===== src/hw/rtl/tsc_deadline_timer_core_macros.svh =====
// Assertion macros shared by the deadline timer RTL.
`ifndef TSC_DEADLINE_TIMER_CORE_MACROS_SVH
`define TSC_DEADLINE_TIMER_CORE_MACROS_SVH
`ifndef NO_ASSERTIONS
`define TSC_ASSERT_IMPL(lbl, ante, cons) \
  lbl: assert property (@(posedge clk_i) disable iff (!rst_ni) (ante) |-> (cons)) \
    else $error("deadline timer assertion failed");
`define TSC_ASSERT_NEXT(lbl, ante, cons) \
  lbl: assert property (@(posedge clk_i) disable iff (!rst_ni) (ante) |=> (cons)) \
    else $error("deadline timer assertion failed");
`else
`define TSC_ASSERT_IMPL(lbl, ante, cons)
`define TSC_ASSERT_NEXT(lbl, ante, cons)
`endif
`endif


===== src/hw/rtl/tsc_pkg.sv =====
// Shared types, codes and constants of the deadline timer.
package tsc_pkg;

  localparam int COUNT_WIDTH_DEF = 32;
  localparam int QUEUE_DEPTH     = 2;
  localparam int QPTR_W          = $clog2(QUEUE_DEPTH);
  localparam int CFG_IDX_W       = 2;
  localparam int CFG_DATA_W      = 32;

  localparam logic [CFG_IDX_W-1:0] CFG_FREQ   = 2'd0;
  localparam logic [CFG_IDX_W-1:0] CFG_SHIFT  = 2'd1;
  localparam logic [CFG_IDX_W-1:0] CFG_VECTOR = 2'd2;

  localparam logic [31:0] FREQ_RESET   = 32'd2000000;
  localparam logic [4:0]  SHIFT_RESET  = 5'd5;
  localparam logic [7:0]  VECTOR_RESET = 8'd236;

  localparam logic [1:0] KIND_DEADLINE = 2'd0;
  localparam logic [1:0] KIND_TICK     = 2'd1;
  localparam logic [1:0] KIND_HALT     = 2'd2;

  localparam logic [2:0] ACT_NONE     = 3'd0;
  localparam logic [2:0] ACT_ARMED    = 3'd1;
  localparam logic [2:0] ACT_QUEUED   = 3'd2;
  localparam logic [2:0] ACT_INJECTED = 3'd3;
  localparam logic [2:0] ACT_NOHALT   = 3'd4;
  localparam logic [2:0] ACT_YIELD    = 3'd5;

  typedef struct packed {
    logic [31:0] freq_khz;
    logic [4:0]  shift;
    logic [7:0]  vector;
  } cfg_t;

  // Classified item handed from the front end to the back end.
  typedef struct packed {
    logic [2:0]  action;
    logic [7:0]  vector;
    logic [31:0] remaining;
    logic [63:0] scaled;
    logic        need_div;
  } op_t;

endpackage


===== src/hw/rtl/tsc_if.sv =====
// Input and output channel interfaces of the deadline timer.
interface tsc_in_if;
  logic        valid;
  logic        ready;
  logic [1:0]  kind;
  logic [63:0] deadline;
  logic [63:0] current_tsc;
  logic        interrupts_enabled;

  modport source (output valid, kind, deadline, current_tsc, interrupts_enabled,
                  input ready);
  modport sink   (input valid, kind, deadline, current_tsc, interrupts_enabled,
                  output ready);
endinterface

interface tsc_out_if;
  logic        valid;
  logic        ready;
  logic [2:0]  action;
  logic [7:0]  vector;
  logic [63:0] yield_us;
  logic [31:0] remaining_count;

  modport source (output valid, action, vector, yield_us, remaining_count,
                  input ready);
  modport sink   (input valid, action, vector, yield_us, remaining_count,
                  output ready);
endinterface


===== src/hw/rtl/tsc_deadline_timer_core.sv =====
// Top level of the deadline timer: configuration registers, front end, queue, back end.
//
//   Channel   Dir  Handshake          Beat payload
//   in_i      in   valid/ready        kind, deadline, current_tsc, interrupts_enabled
//   out_o     out  valid/ready        action, vector, yield_us, remaining_count
//   cfg       in   cfg_we_i           cfg_idx_i, cfg_wdata_i
//
// Items other than a yielding halt go from the queue straight into the output register.
// A halt that yields holds the back end while it is taken from the queue, scaled, run
// through the 64 steps of the one-bit-per-cycle divider and loaded into the output
// register.
// The two-entry queue takes two more beats during that time before the input stalls.
// Reset clears the countdown, the armed flag, the queue and the output valid.
`include "tsc_deadline_timer_core_macros.svh"

module tsc_deadline_timer_core #(
  parameter int COUNT_WIDTH = tsc_pkg::COUNT_WIDTH_DEF
) (
  input  logic                             clk_i,
  input  logic                             rst_ni,
  input  logic                             cfg_we_i,
  input  logic [tsc_pkg::CFG_IDX_W-1:0]    cfg_idx_i,
  input  logic [tsc_pkg::CFG_DATA_W-1:0]   cfg_wdata_i,
  tsc_in_if.sink                           in_i,
  tsc_out_if.source                        out_o
);

  tsc_pkg::cfg_t cfg_q, cfg_d;
  tsc_pkg::op_t  push_entry;
  tsc_pkg::op_t  head_entry;
  logic          push;
  logic          pop;
  logic          full;
  logic          empty;
  logic          irq_free_beat;
  logic          yield_free_beat;
  logic          armed_beat;

  always_comb begin
    cfg_d = cfg_q;
    if (cfg_we_i) begin
      unique case (cfg_idx_i)
        tsc_pkg::CFG_FREQ:   cfg_d.freq_khz = cfg_wdata_i;
        tsc_pkg::CFG_SHIFT:  cfg_d.shift    = cfg_wdata_i[4:0];
        tsc_pkg::CFG_VECTOR: cfg_d.vector   = cfg_wdata_i[7:0];
        default: begin
        end
      endcase
    end
  end

  always_ff @(posedge clk_i or negedge rst_ni) begin
    if (!rst_ni) begin
      cfg_q.freq_khz <= tsc_pkg::FREQ_RESET;
      cfg_q.shift    <= tsc_pkg::SHIFT_RESET;
      cfg_q.vector   <= tsc_pkg::VECTOR_RESET;
    end else begin
      cfg_q <= cfg_d;
    end
  end

  tsc_front #(
    .COUNT_WIDTH (COUNT_WIDTH)
  ) u_front (
    .clk_i    (clk_i),
    .rst_ni   (rst_ni),
    .in_i     (in_i),
    .shift_i  (cfg_q.shift),
    .vector_i (cfg_q.vector),
    .full_i   (full),
    .push_o   (push),
    .entry_o  (push_entry)
  );

  tsc_queue u_queue (
    .clk_i   (clk_i),
    .rst_ni  (rst_ni),
    .push_i  (push),
    .entry_i (push_entry),
    .full_o  (full),
    .pop_i   (pop),
    .empty_o (empty),
    .entry_o (head_entry)
  );

  tsc_back u_back (
    .clk_i      (clk_i),
    .rst_ni     (rst_ni),
    .head_i     (head_entry),
    .empty_i    (empty),
    .pop_o      (pop),
    .freq_khz_i (cfg_q.freq_khz),
    .out_o      (out_o)
  );

  assign irq_free_beat   = out_o.valid && (out_o.action == tsc_pkg::ACT_NONE ||
                                           out_o.action == tsc_pkg::ACT_ARMED ||
                                           out_o.action == tsc_pkg::ACT_NOHALT);
  assign yield_free_beat = out_o.valid && (out_o.action != tsc_pkg::ACT_YIELD);
  assign armed_beat      = out_o.valid && (out_o.action == tsc_pkg::ACT_ARMED);

  // Only queued, injected and yielding results carry a vector.
  `TSC_ASSERT_IMPL(a_vector_only_with_irq, irq_free_beat, out_o.vector == 8'd0)
  // Yield time is reported only for a yielding halt.
  `TSC_ASSERT_IMPL(a_yield_only_on_yield, yield_free_beat, out_o.yield_us == 64'd0)
  // An armed counter never starts at zero.
  `TSC_ASSERT_IMPL(a_armed_nonzero, armed_beat, out_o.remaining_count != 32'd0)
  // A full queue never takes another beat.
  `TSC_ASSERT_NEXT(a_no_accept_when_full, full && !pop, !(in_i.valid && in_i.ready) || !full)

endmodule


===== src/hw/rtl/tsc_queue.sv =====
// Short queue of classified items between the front and back ends.
module tsc_queue (
  input  logic          clk_i,
  input  logic          rst_ni,
  input  logic          push_i,
  input  tsc_pkg::op_t  entry_i,
  output logic          full_o,
  input  logic          pop_i,
  output logic          empty_o,
  output tsc_pkg::op_t  entry_o
);

  localparam int CntW = $clog2(tsc_pkg::QUEUE_DEPTH + 1);

  tsc_pkg::op_t                 mem_q [tsc_pkg::QUEUE_DEPTH];
  logic [tsc_pkg::QPTR_W-1:0]   wr_ptr_q, wr_ptr_d;
  logic [tsc_pkg::QPTR_W-1:0]   rd_ptr_q, rd_ptr_d;
  logic [CntW-1:0]              cnt_q, cnt_d;

  assign full_o  = (cnt_q == CntW'(tsc_pkg::QUEUE_DEPTH));
  assign empty_o = (cnt_q == '0);
  assign entry_o = mem_q[rd_ptr_q];

  always_comb begin
    wr_ptr_d = wr_ptr_q;
    rd_ptr_d = rd_ptr_q;
    cnt_d    = cnt_q;
    if (push_i) begin
      wr_ptr_d = (wr_ptr_q == tsc_pkg::QPTR_W'(tsc_pkg::QUEUE_DEPTH - 1)) ? '0
                                                                         : wr_ptr_q + 1'b1;
    end
    if (pop_i) begin
      rd_ptr_d = (rd_ptr_q == tsc_pkg::QPTR_W'(tsc_pkg::QUEUE_DEPTH - 1)) ? '0
                                                                         : rd_ptr_q + 1'b1;
    end
    if (push_i && !pop_i) begin
      cnt_d = cnt_q + 1'b1;
    end else if (pop_i && !push_i) begin
      cnt_d = cnt_q - 1'b1;
    end
  end

  always_ff @(posedge clk_i or negedge rst_ni) begin
    if (!rst_ni) begin
      wr_ptr_q <= '0;
      rd_ptr_q <= '0;
      cnt_q    <= '0;
    end else begin
      wr_ptr_q <= wr_ptr_d;
      rd_ptr_q <= rd_ptr_d;
      cnt_q    <= cnt_d;
    end
  end

  always_ff @(posedge clk_i) begin
    if (push_i) begin
      mem_q[wr_ptr_q] <= entry_i;
    end
  end

endmodule


===== src/hw/rtl/tsc_front.sv =====
// Front end: accepts items, updates the countdown and classifies each item.
module tsc_front #(
  parameter int COUNT_WIDTH = tsc_pkg::COUNT_WIDTH_DEF
) (
  input  logic          clk_i,
  input  logic          rst_ni,
  tsc_in_if.sink        in_i,
  input  logic [4:0]    shift_i,
  input  logic [7:0]    vector_i,
  input  logic          full_i,
  output logic          push_o,
  output tsc_pkg::op_t  entry_o
);

  logic [COUNT_WIDTH-1:0] count_q, count_d;
  logic                   armed_q, armed_d;
  logic [63:0]            diff;
  logic [63:0]            shifted;
  logic                   over;
  logic [COUNT_WIDTH-1:0] load_val;

  assign in_i.ready = !full_i;
  assign push_o     = in_i.valid && !full_i;

  assign diff    = in_i.deadline - in_i.current_tsc;
  assign shifted = diff >> shift_i;
  // Any bit above the counter width means the load saturates.
  assign over    = (shifted >> COUNT_WIDTH) != 64'd0;

  always_comb begin
    if (over) begin
      load_val = '1;
    end else if (shifted == 64'd0) begin
      load_val = COUNT_WIDTH'(1);
    end else begin
      load_val = shifted[COUNT_WIDTH-1:0];
    end
  end

  always_comb begin
    count_d          = count_q;
    armed_d          = armed_q;
    entry_o.action   = tsc_pkg::ACT_NONE;
    entry_o.vector   = 8'd0;
    entry_o.need_div = 1'b0;
    entry_o.scaled   = 64'(count_q) << shift_i;
    unique case (in_i.kind)
      tsc_pkg::KIND_DEADLINE: begin
        if (in_i.deadline > in_i.current_tsc) begin
          count_d        = load_val;
          armed_d        = 1'b1;
          entry_o.action = tsc_pkg::ACT_ARMED;
        end else begin
          entry_o.action = tsc_pkg::ACT_QUEUED;
          entry_o.vector = vector_i;
        end
      end
      tsc_pkg::KIND_TICK: begin
        if (armed_q) begin
          if (count_q <= COUNT_WIDTH'(1)) begin
            count_d        = '0;
            armed_d        = 1'b0;
            entry_o.action = tsc_pkg::ACT_QUEUED;
            entry_o.vector = vector_i;
          end else begin
            count_d = count_q - 1'b1;
          end
        end
      end
      tsc_pkg::KIND_HALT: begin
        if (!in_i.interrupts_enabled) begin
          entry_o.action = tsc_pkg::ACT_NOHALT;
        end else begin
          armed_d        = 1'b0;
          entry_o.vector = vector_i;
          if (count_q != '0) begin
            entry_o.action   = tsc_pkg::ACT_YIELD;
            entry_o.need_div = 1'b1;
          end else begin
            entry_o.action = tsc_pkg::ACT_INJECTED;
          end
        end
      end
      default: begin
      end
    endcase
    entry_o.remaining = 32'(count_d);
  end

  always_ff @(posedge clk_i or negedge rst_ni) begin
    if (!rst_ni) begin
      count_q <= '0;
      armed_q <= 1'b0;
    end else if (push_o) begin
      count_q <= count_d;
      armed_q <= armed_d;
    end
  end

endmodule


===== src/hw/rtl/tsc_back.sv =====
// Back end: yield-time scaling, iterative divider and the output register.
module tsc_back (
  input  logic          clk_i,
  input  logic          rst_ni,
  input  tsc_pkg::op_t  head_i,
  input  logic          empty_i,
  output logic          pop_o,
  input  logic [31:0]   freq_khz_i,
  tsc_out_if.source     out_o
);

  localparam logic [1:0] ST_IDLE  = 2'd0;
  localparam logic [1:0] ST_SCALE = 2'd1;
  localparam logic [1:0] ST_DIV   = 2'd2;
  localparam logic [1:0] ST_DONE  = 2'd3;

  localparam int DivSteps = 64;
  localparam int StepW    = $clog2(DivSteps);

  logic [1:0]        state_q, state_d;
  tsc_pkg::op_t      work_q, work_d;
  logic [63:0]       dvd_q, dvd_d;
  logic [31:0]       rem_q, rem_d;
  logic [StepW-1:0]  step_q, step_d;

  logic              out_valid_q, out_valid_d;
  logic [2:0]        out_action_q, out_action_d;
  logic [7:0]        out_vector_q, out_vector_d;
  logic [63:0]       out_yield_q, out_yield_d;
  logic [31:0]       out_rem_q, out_rem_d;

  logic              out_free;
  logic              load_out;
  logic [32:0]       trial;
  logic [33:0]       trial_diff;
  logic              trial_ge;

  assign out_free = !out_valid_q || out_o.ready;

  // One quotient bit per cycle, restoring form. A zero divisor yields all ones.
  assign trial      = {rem_q, dvd_q[63]};
  assign trial_diff = {1'b0, trial} - {2'b00, freq_khz_i};
  assign trial_ge   = !trial_diff[33];

  always_comb begin
    state_d      = state_q;
    work_d       = work_q;
    dvd_d        = dvd_q;
    rem_d        = rem_q;
    step_d       = step_q;
    pop_o        = 1'b0;
    load_out     = 1'b0;
    out_action_d = out_action_q;
    out_vector_d = out_vector_q;
    out_yield_d  = out_yield_q;
    out_rem_d    = out_rem_q;
    unique case (state_q)
      ST_IDLE: begin
        if (!empty_i && out_free) begin
          pop_o = 1'b1;
          if (head_i.need_div) begin
            work_d  = head_i;
            state_d = ST_SCALE;
          end else begin
            load_out     = 1'b1;
            out_action_d = head_i.action;
            out_vector_d = head_i.vector;
            out_yield_d  = 64'd0;
            out_rem_d    = head_i.remaining;
          end
        end
      end
      ST_SCALE: begin
        // Times 1000 as 1024 - 16 - 8, modulo 2^64.
        dvd_d   = (work_q.scaled << 10) - (work_q.scaled << 4) - (work_q.scaled << 3);
        rem_d   = 32'd0;
        step_d  = '0;
        state_d = ST_DIV;
      end
      ST_DIV: begin
        dvd_d  = {dvd_q[62:0], trial_ge};
        rem_d  = trial_ge ? trial_diff[31:0] : trial[31:0];
        step_d = step_q + 1'b1;
        if (step_q == StepW'(DivSteps - 1)) begin
          state_d = ST_DONE;
        end
      end
      ST_DONE: begin
        if (out_free) begin
          load_out     = 1'b1;
          out_action_d = work_q.action;
          out_vector_d = work_q.vector;
          out_yield_d  = dvd_q;
          out_rem_d    = work_q.remaining;
          state_d      = ST_IDLE;
        end
      end
      default: begin
        state_d = ST_IDLE;
      end
    endcase
    if (load_out) begin
      out_valid_d = 1'b1;
    end else if (out_o.ready) begin
      out_valid_d = 1'b0;
    end else begin
      out_valid_d = out_valid_q;
    end
  end

  always_ff @(posedge clk_i or negedge rst_ni) begin
    if (!rst_ni) begin
      state_q     <= ST_IDLE;
      out_valid_q <= 1'b0;
    end else begin
      state_q     <= state_d;
      out_valid_q <= out_valid_d;
    end
  end

  always_ff @(posedge clk_i) begin
    work_q       <= work_d;
    dvd_q        <= dvd_d;
    rem_q        <= rem_d;
    step_q       <= step_d;
    out_action_q <= out_action_d;
    out_vector_q <= out_vector_d;
    out_yield_q  <= out_yield_d;
    out_rem_q    <= out_rem_d;
  end

  assign out_o.valid           = out_valid_q;
  assign out_o.action          = out_action_q;
  assign out_o.vector          = out_vector_q;
  assign out_o.yield_us        = out_yield_q;
  assign out_o.remaining_count = out_rem_q;

endmodule

===== src/flat_wrapper.sv =====
// flat-port wrapper written by rule: the top's interface ports become plain ports
module tsc_deadline_timer_core_flat 
#(
  parameter int COUNT_WIDTH = tsc_pkg::COUNT_WIDTH_DEF
)
  (clk_i, rst_ni, cfg_we_i, cfg_idx_i, cfg_wdata_i, in_i_valid, in_i_kind, in_i_deadline, in_i_current_tsc, in_i_interrupts_enabled, in_i_ready, out_o_valid, out_o_action, out_o_vector, out_o_yield_us, out_o_remaining_count, out_o_ready);
  tsc_in_if in_i_i ();
  tsc_out_if out_o_i ();
  input  logic clk_i;
  input  logic rst_ni;
  input  logic cfg_we_i;
  input  logic [tsc_pkg::CFG_IDX_W-1:0] cfg_idx_i;
  input  logic [tsc_pkg::CFG_DATA_W-1:0] cfg_wdata_i;
  input wire logic [$bits(in_i_i.valid)-1:0] in_i_valid;
  input wire logic [$bits(in_i_i.kind)-1:0] in_i_kind;
  input wire logic [$bits(in_i_i.deadline)-1:0] in_i_deadline;
  input wire logic [$bits(in_i_i.current_tsc)-1:0] in_i_current_tsc;
  input wire logic [$bits(in_i_i.interrupts_enabled)-1:0] in_i_interrupts_enabled;
  output wire logic [$bits(in_i_i.ready)-1:0] in_i_ready;
  output wire logic [$bits(out_o_i.valid)-1:0] out_o_valid;
  output wire logic [$bits(out_o_i.action)-1:0] out_o_action;
  output wire logic [$bits(out_o_i.vector)-1:0] out_o_vector;
  output wire logic [$bits(out_o_i.yield_us)-1:0] out_o_yield_us;
  output wire logic [$bits(out_o_i.remaining_count)-1:0] out_o_remaining_count;
  input wire logic [$bits(out_o_i.ready)-1:0] out_o_ready;
  assign in_i_i.valid = in_i_valid;
  assign in_i_i.kind = in_i_kind;
  assign in_i_i.deadline = in_i_deadline;
  assign in_i_i.current_tsc = in_i_current_tsc;
  assign in_i_i.interrupts_enabled = in_i_interrupts_enabled;
  assign in_i_ready = in_i_i.ready;
  assign out_o_valid = out_o_i.valid;
  assign out_o_action = out_o_i.action;
  assign out_o_vector = out_o_i.vector;
  assign out_o_yield_us = out_o_i.yield_us;
  assign out_o_remaining_count = out_o_i.remaining_count;
  assign out_o_i.ready = out_o_ready;
  tsc_deadline_timer_core #(.COUNT_WIDTH(COUNT_WIDTH)) u_core (.clk_i(clk_i), .rst_ni(rst_ni), .cfg_we_i(cfg_we_i), .cfg_idx_i(cfg_idx_i), .cfg_wdata_i(cfg_wdata_i), .in_i(in_i_i), .out_o(out_o_i));
endmodule

===== config.mk =====
export PLATFORM = sky130hd
export DESIGN_NAME = tsc_deadline_timer_core_flat
export DESIGN_NICKNAME = d
export VERILOG_FILES = /design/src/hw/rtl/tsc_pkg.sv /design/src/hw/rtl/tsc_if.sv /design/src/hw/rtl/tsc_deadline_timer_core.sv /design/src/hw/rtl/tsc_queue.sv /design/src/hw/rtl/tsc_front.sv /design/src/hw/rtl/tsc_back.sv /design/src/flat_wrapper.sv
export VERILOG_INCLUDE_DIRS = /design/src /design/src/hw/rtl
export SDC_FILE = /design/constraint.sdc
export NUM_CORES = 2
export LEC_CHECK = 0
export ABC_CLOCK_PERIOD_IN_PS = 7200
export BUFFER_PORTS_ARGS = -buffer_cell sky130_fd_sc_hd__buf_4
export CAP_MARGIN = 20
export CORE_MARGIN = 2
export CORE_UTILIZATION = 30
export CTS_BUF_LIST = sky130_fd_sc_hd__clkbuf_8
export DETAILED_ROUTE_END_ITERATION = 10
export PLACE_DENSITY_LB_ADDON = 0.05
export SYNTH_ARGS = -nofsm -noshare
export SYNTH_HDL_FRONTEND = slang
export SYNTH_SLANG_ARGS = --single-unit
export TNS_END_PERCENT = 1

===== constraint.sdc =====
create_clock -name clk_i -period 7.2 [get_ports clk_i]
set_clock_uncertainty 0.05 [all_clocks]
set_input_delay 0.72 -clock clk_i [delete_from_list [all_inputs] [get_ports clk_i]]
set_output_delay 0.72 -clock clk_i [all_outputs]
set_load 0.05 [all_outputs]

* Yosys cells after proc, flatten, opt, wreduce, memory -nomap -nowiden
Memories as Yosys holds them, arrays and structs flattened.
Cells that the tools add are included.
Widths: inputs -> output; s select.
** Operators by class
- Reduce and logical (&&, ||, !) cells :: 30
- $add $sub $neg :: 10
- Shift operators :: 2
- Equal/unequal tests :: 16
- Mux-type cells :: 61
- Magnitude comparators :: 2
** Operator list (number)
- $mux 32 :: 9
- $pmux 64 s2 :: 2
- $mux 64 :: 3
- $pmux 32 s2 :: 3
- $sub 64x64->64 :: 3
- $gt 64x64->1 :: 1
- $logic_not 64->1 :: 1
- $reduce_bool 64->1 :: 1
- $shl 32x5->64 :: 1
- $shr 64x5->64 :: 1
- $mux 8 :: 5
- $sub 33x32->34 :: 1
- $pmux 11 s3 :: 1
- $le 32x1->1 const B :: 1
- $reduce_bool 32->1 :: 1
- $sub 32x1->32 const B :: 1
- $mux 10 :: 2
- $mux 1 :: 18
- $pmux 8 s2 :: 1
- $mux 3 :: 5
- $mux 2 :: 7
- $ne 2x2->1 const B :: 6
- $pmux 6 s2 :: 1
- $reduce_and 4->1 :: 3
- other kinds (20) :: 43
** Storage, ports and cells
- Output and inout port bits :: 109
- Register bits after elaboration :: 398
- Bits in writable memories :: 216
- Memories :: 1
** Memories
- u_core.u_queue.mem_q :: words 2, bits a word 108, rd ports 1, clocked after memory_dff 0, write ports 1, line tsc_queue.sv:15 : tsc_pkg::op_t mem_q [tsc_pkg::QUEUE_DEPTH];

* Longest topological paths before layout
- Depth in word-level cells :: 8
- Depth in mapped cells :: 20
- Depth with buffers taken out :: 18

* Hierarchy
Synthesis repeated with hierarchy kept, for this count alone.
** Unflattened totals
- Cells, all modules :: 4394
- Area, all modules :: 43628.1 um2
** Modules (own cells, without submodules)
- tsc_back :: area each 18607.8 um2, cells each 1625, sequential area each 9474.1 um2, instances 1
- tsc_front :: area each 15297.2 um2, cells each 2321, sequential area each 825.8 um2, instances 1
- tsc_queue :: area each 8005.2 um2, cells each 352, sequential area each 6586.3 um2, instances 1
- tsc_deadline_timer_core :: area each 1717.9 um2, cells each 96, sequential area each 1143.6 um2, instances 1

* Worst setup path after synthesis
OpenSTA, ideal clock, no wires.
- Kind :: register to register
- From :: register u_core.u_queue.cnt_q[0]
- To :: memory u_core.u_queue.mem_q[0][0] (netlist name) (enable)
- Clock period less this slack :: 6.372 ns
- Data arrival time :: 5.752 ns
- Path slack :: 0.828 ns
- Setup time :: 0.570 ns
- Required time :: 6.580 ns
- Path buffers :: 1
- Stages on the path, launching flop included :: 5
- Cells stage by stage :: dfrtp_1 -> nand2b_1 -> nand2_1 -> clkbuf_1 -> nor2_1
** Between the ends
- Longest elaborated chain between the ends :: 5
** Ends and longest elaborated chain
- from (decl) :: line tsc_queue.sv:18 : logic [CntW-1:0] cnt_q, cnt_d;
- from (signal assigned) :: line tsc_queue.sv:51 : cnt_q <= cnt_d;
- $eq 2x2->1 :: line tsc_queue.sv:20 : assign full_o = (cnt_q == CntW'(tsc_pkg::QUEUE_DEPTH));
- $logic_not 1->1
- named net in_i_ready :: line flat_wrapper.sv:19 : output wire logic [$bits(in_i_i.ready)-1:0] in_i_ready;
- $logic_and 1x1->1 :: line tsc_front.sv:23 : assign push_o = in_i.valid && !full_i;
- $mux 1 :: line tsc_queue.sv:56 : if (push_i) begin
- $mux 1 (implied by the code) :: line tsc_queue.sv:57 : mem_q[wr_ptr_q] <= entry_i;
- to (decl) :: line tsc_queue.sv:15
The timed path passes the listed nets, and every way through them passes these cells.

==> metrics.cfg <==
[floorplanning]
die-area_sq_mm=0.149
core-area_sq_mm=0.145
initial_core_util=0.301
dieWidth_microns=386
pin_count=279
fp-row-count=140
die_h_microns=386

[sta]
finalCriticalPeriod_ns=6.17
worst-slew-pin-transition_ns=1.15
setup_ws_ns=1.03
max_freq_ghz=0.162
setup_viol=0
rsz0062_at_grt=no
hold_viol=0
finalSetupTns_ns=0
holdWs_ns=0.0968
fin_crit_sh=0.856
drv_slew=0
timing.slew.headroom=0.231

[clocking]
cts_tree=built
cts_setup_buffers=0
clock_latency_ns=0.79
cts_root_buffer=clkbuf_8
path_clk_slew_ns=0.06
cts_buffers=103
clk_path_buf_depth=3
clock_sinks=608
htree_levels=3

[logic_synthesis]
synth_edf_count=523
synth.net_count=4917
avgSynthCellArea_sq_um=9.67
synth_seq_area_share=0.408
yosysUniqueCellTypes=100
syn_inst=4521
yosysWarnings=0
async_reset_ff_frac=0.140
synth-seq-cells=608
syn_area_sq_mm=0.0437
ys.flop_type=edfxtp_1

[place]
place_area_sq_mm=0.0483
routabilityCongestion=0.879
pre_cts_ws_ns=0.307
dp_hpwl_mm=121
placed_cells=6573
portBuffers=278

[power]
ir_drop_mv=0.292
pwr_density_cell_mw_per_mm2=452
p_leak_nw=19.3
p_total_mw=22.7

[min_path]
hold_path_class=input port to flop

[routing]
drt-total-wl_mm=158
drtPass1Iterations=5
post_drt_wl_per_cell_microns=23.3
drt_iter0_markers=2498
ant_nets=0
vias=36400
vias_per_cell=5.38
drc=0

[cells_and_area]
seq_area_sq_mm=0.0179
final_cell_area_sq_mm=0.0502
num-nets-final=5158
drive_gt1_frac=0.172
fin_cells=6764
areaGrowthSynthToFinish_pct=14.9
final_util=0.346
n_fill_cell=15100
multi_input_area_sq_mm=0.0241

[worst_setup_path]
cp.arrival_ns=6.62
start_kind=input port
critical_path_class=input port to flop
required_ns=7.66
end_kind=flop
cp_max_fo=16

[job]
maxCapViolCount=0

[grt]
grt_max_degree=117
antenna_found_initial=6
grt_pass1_wl_mm=236
track_usage=0.208
overflow=0
grt_pass1_vias=36300

[outcome]
status=completed

## path summary, 6_finish.rpt
path                                                           from                                     to  slack [ns]  cells past startpoint
min in group asynchronous                                    rst_ni           u_core.cfg_q[29]$_DFFE_PN0P_        0.42                      2
max in group asynchronous                                    rst_ni    u_core.u_queue.rd_ptr_q$_DFFE_PN0P_        5.37                      3
worst min-delay path                                cfg_wdata_i[30]           u_core.cfg_q[43]$_DFFE_PN0P_         0.1                      3
worst max-delay path                           in_i_current_tsc[12]  u_core.u_queue.mem_q[1][86]$_DFFE_PP_        1.03                     21
worst max register to register          u_core.cfg_q[8]$_DFFE_PN1P_  u_core.u_queue.mem_q[1][77]$_DFFE_PP_        1.54                     14
worst min register to register  u_core.u_queue.cnt_q[1]$_DFFE_PN0P_    u_core.u_queue.cnt_q[1]$_DFFE_PN0P_        0.45                      1
## cell type report
type	instances	area share
inverters	219	0.0164
flip-flops and latches	608	0.356
clock buffers	108	0.0296
well taps	1917	0.0477
multi-input cells	3424	0.479
diodes	2	0.0000996
repair buffers	406	0.0617
clock inverters	80	0.00944
## cell families after synthesis
logic type,after synthesis,share of synthesized area
adders and majority gates,226,0.0741
DFF,608,0.408
muxes,334,0.0910
xor gates and xnor gates,125,0.0250
and+or+nand+nor,1490,0.167
AOI/OAI and AO/OA,1249,0.192
buffers and inverters,489,0.0428
## flip-flops by register name, summed over array words and instances (netlist names)
name	flops
u_core.u_queue.rd_ptr_q	1
u_core.u_back.out_o.remaining_count	32
u_core.u_back.out_o.valid	1
u_core.u_queue.mem_q	210
u_core.u_back.work_q	104
u_core.u_back.out_o.vector	8
u_core.u_front.count_q	32
u_core.u_queue.wr_ptr_q	1
u_core.u_front.armed_q	1
u_core.u_back.dvd_q	64
u_core.u_queue.cnt_q	2
u_core.cfg_q	45
u_core.u_back.out_o.yield_us	64
u_core.u_back.step_q	6
u_core.u_back.rem_q	32
u_core.u_back.state_q	2
u_core.u_back.out_o.action	3
## synth_stat cells (all sizes together) (22+ instances only)
library cell | instances | area share
edfxtp | 523 | 0.36
nand2 | 452 | 0.039
nor2 | 312 | 0.027
o21ai | 294 | 0.034
a21oi | 266 | 0.031
inv | 216 | 0.019
clkbuf | 211 | 0.018
mux2 | 187 | 0.048
ha | 171 | 0.049
and2 | 121 | 0.017
nor3 | 119 | 0.014
mux2i | 115 | 0.026
nand3 | 105 | 0.012
xnor2 | 80 | 0.016
a21o | 78 | 0.013
dfrtp | 71 | 0.041
nand4 | 67 | 0.0097
nor2b | 62 | 0.0089
a211oi | 61 | 0.011
buf | 59 | 0.0058
o211ai | 57 | 0.0098
fa | 55 | 0.025
a31oi | 54 | 0.0081
o21a | 49 | 0.0084
or3 | 46 | 0.0066
xor2 | 45 | 0.0090
and3 | 39 | 0.0056
nand2b | 38 | 0.0054
nor4 | 38 | 0.0054
o22ai | 37 | 0.0054
mux4 | 32 | 0.016
a211o | 26 | 0.0052
o221ai | 23 | 0.0046
o31ai | 22 | 0.0038
## worst max-delay path, cell delays in order
cell and delay, ns:
buf_4 0.08, inv_1 0.03, ha_1 0.52, a21oi_1 0.44, o21ai_1 0.24, a22oi_1 0.43, a21boi_1 0.21, o31ai_1 0.78
o41ai_1 0.13, a211oi_1 0.27, buf_4 0.16, a2bb2oi_1 0.08, mux4_2 0.56, or4_1 0.55, o41ai_1 0.28, buf_4 0.25
nand2_1 0.20, buf_4 0.23, a211oi_1 0.16, buf_4 0.15, o221ai_1 0.14
## repair_timing
item / 4_1_cts / 5_1_grt
hold endpoints to repair: 23 / 0
endpoints found under the setup margin: 0 / 0
gates resized for setup: 0 / 0
hold buffers: 1 / 0
## report_power, final
part,total [mW],leakage (nW),internal (mW),switching (mW)
registers,6.86,5.96,6.02,0.840
logic,12.8,12.3,4.69,8.13
clock network,3.04,1.11,1.54,1.50
total,22.7,19.3,12.3,10.5
## layout by cell type (no fill, tap or decap), types with 115 or more instances in the layout
cell	Yosys	final
a21oi_1	263	263
and2_1	120	120
buf_4	0	401
edfxtp_1	523	523
ha_1	171	168
inv_1	214	245
mux2_2	186	186
mux2i_1	115	115
nand2_1	451	451
nor2_1	312	306
nor3_1	119	119
o21ai_0	282	282
## routing by layer
layer	up-vias	global-route usage	routed length [microns]
met1	17800	0.267	69600
li1	17500	-	-
met5	-	0	22
met4	4	0.0824	5870
met2	858	0.359	76900
met3	238	0.0189	5340
Note: power is estimated with default switching activity, not from simulation.
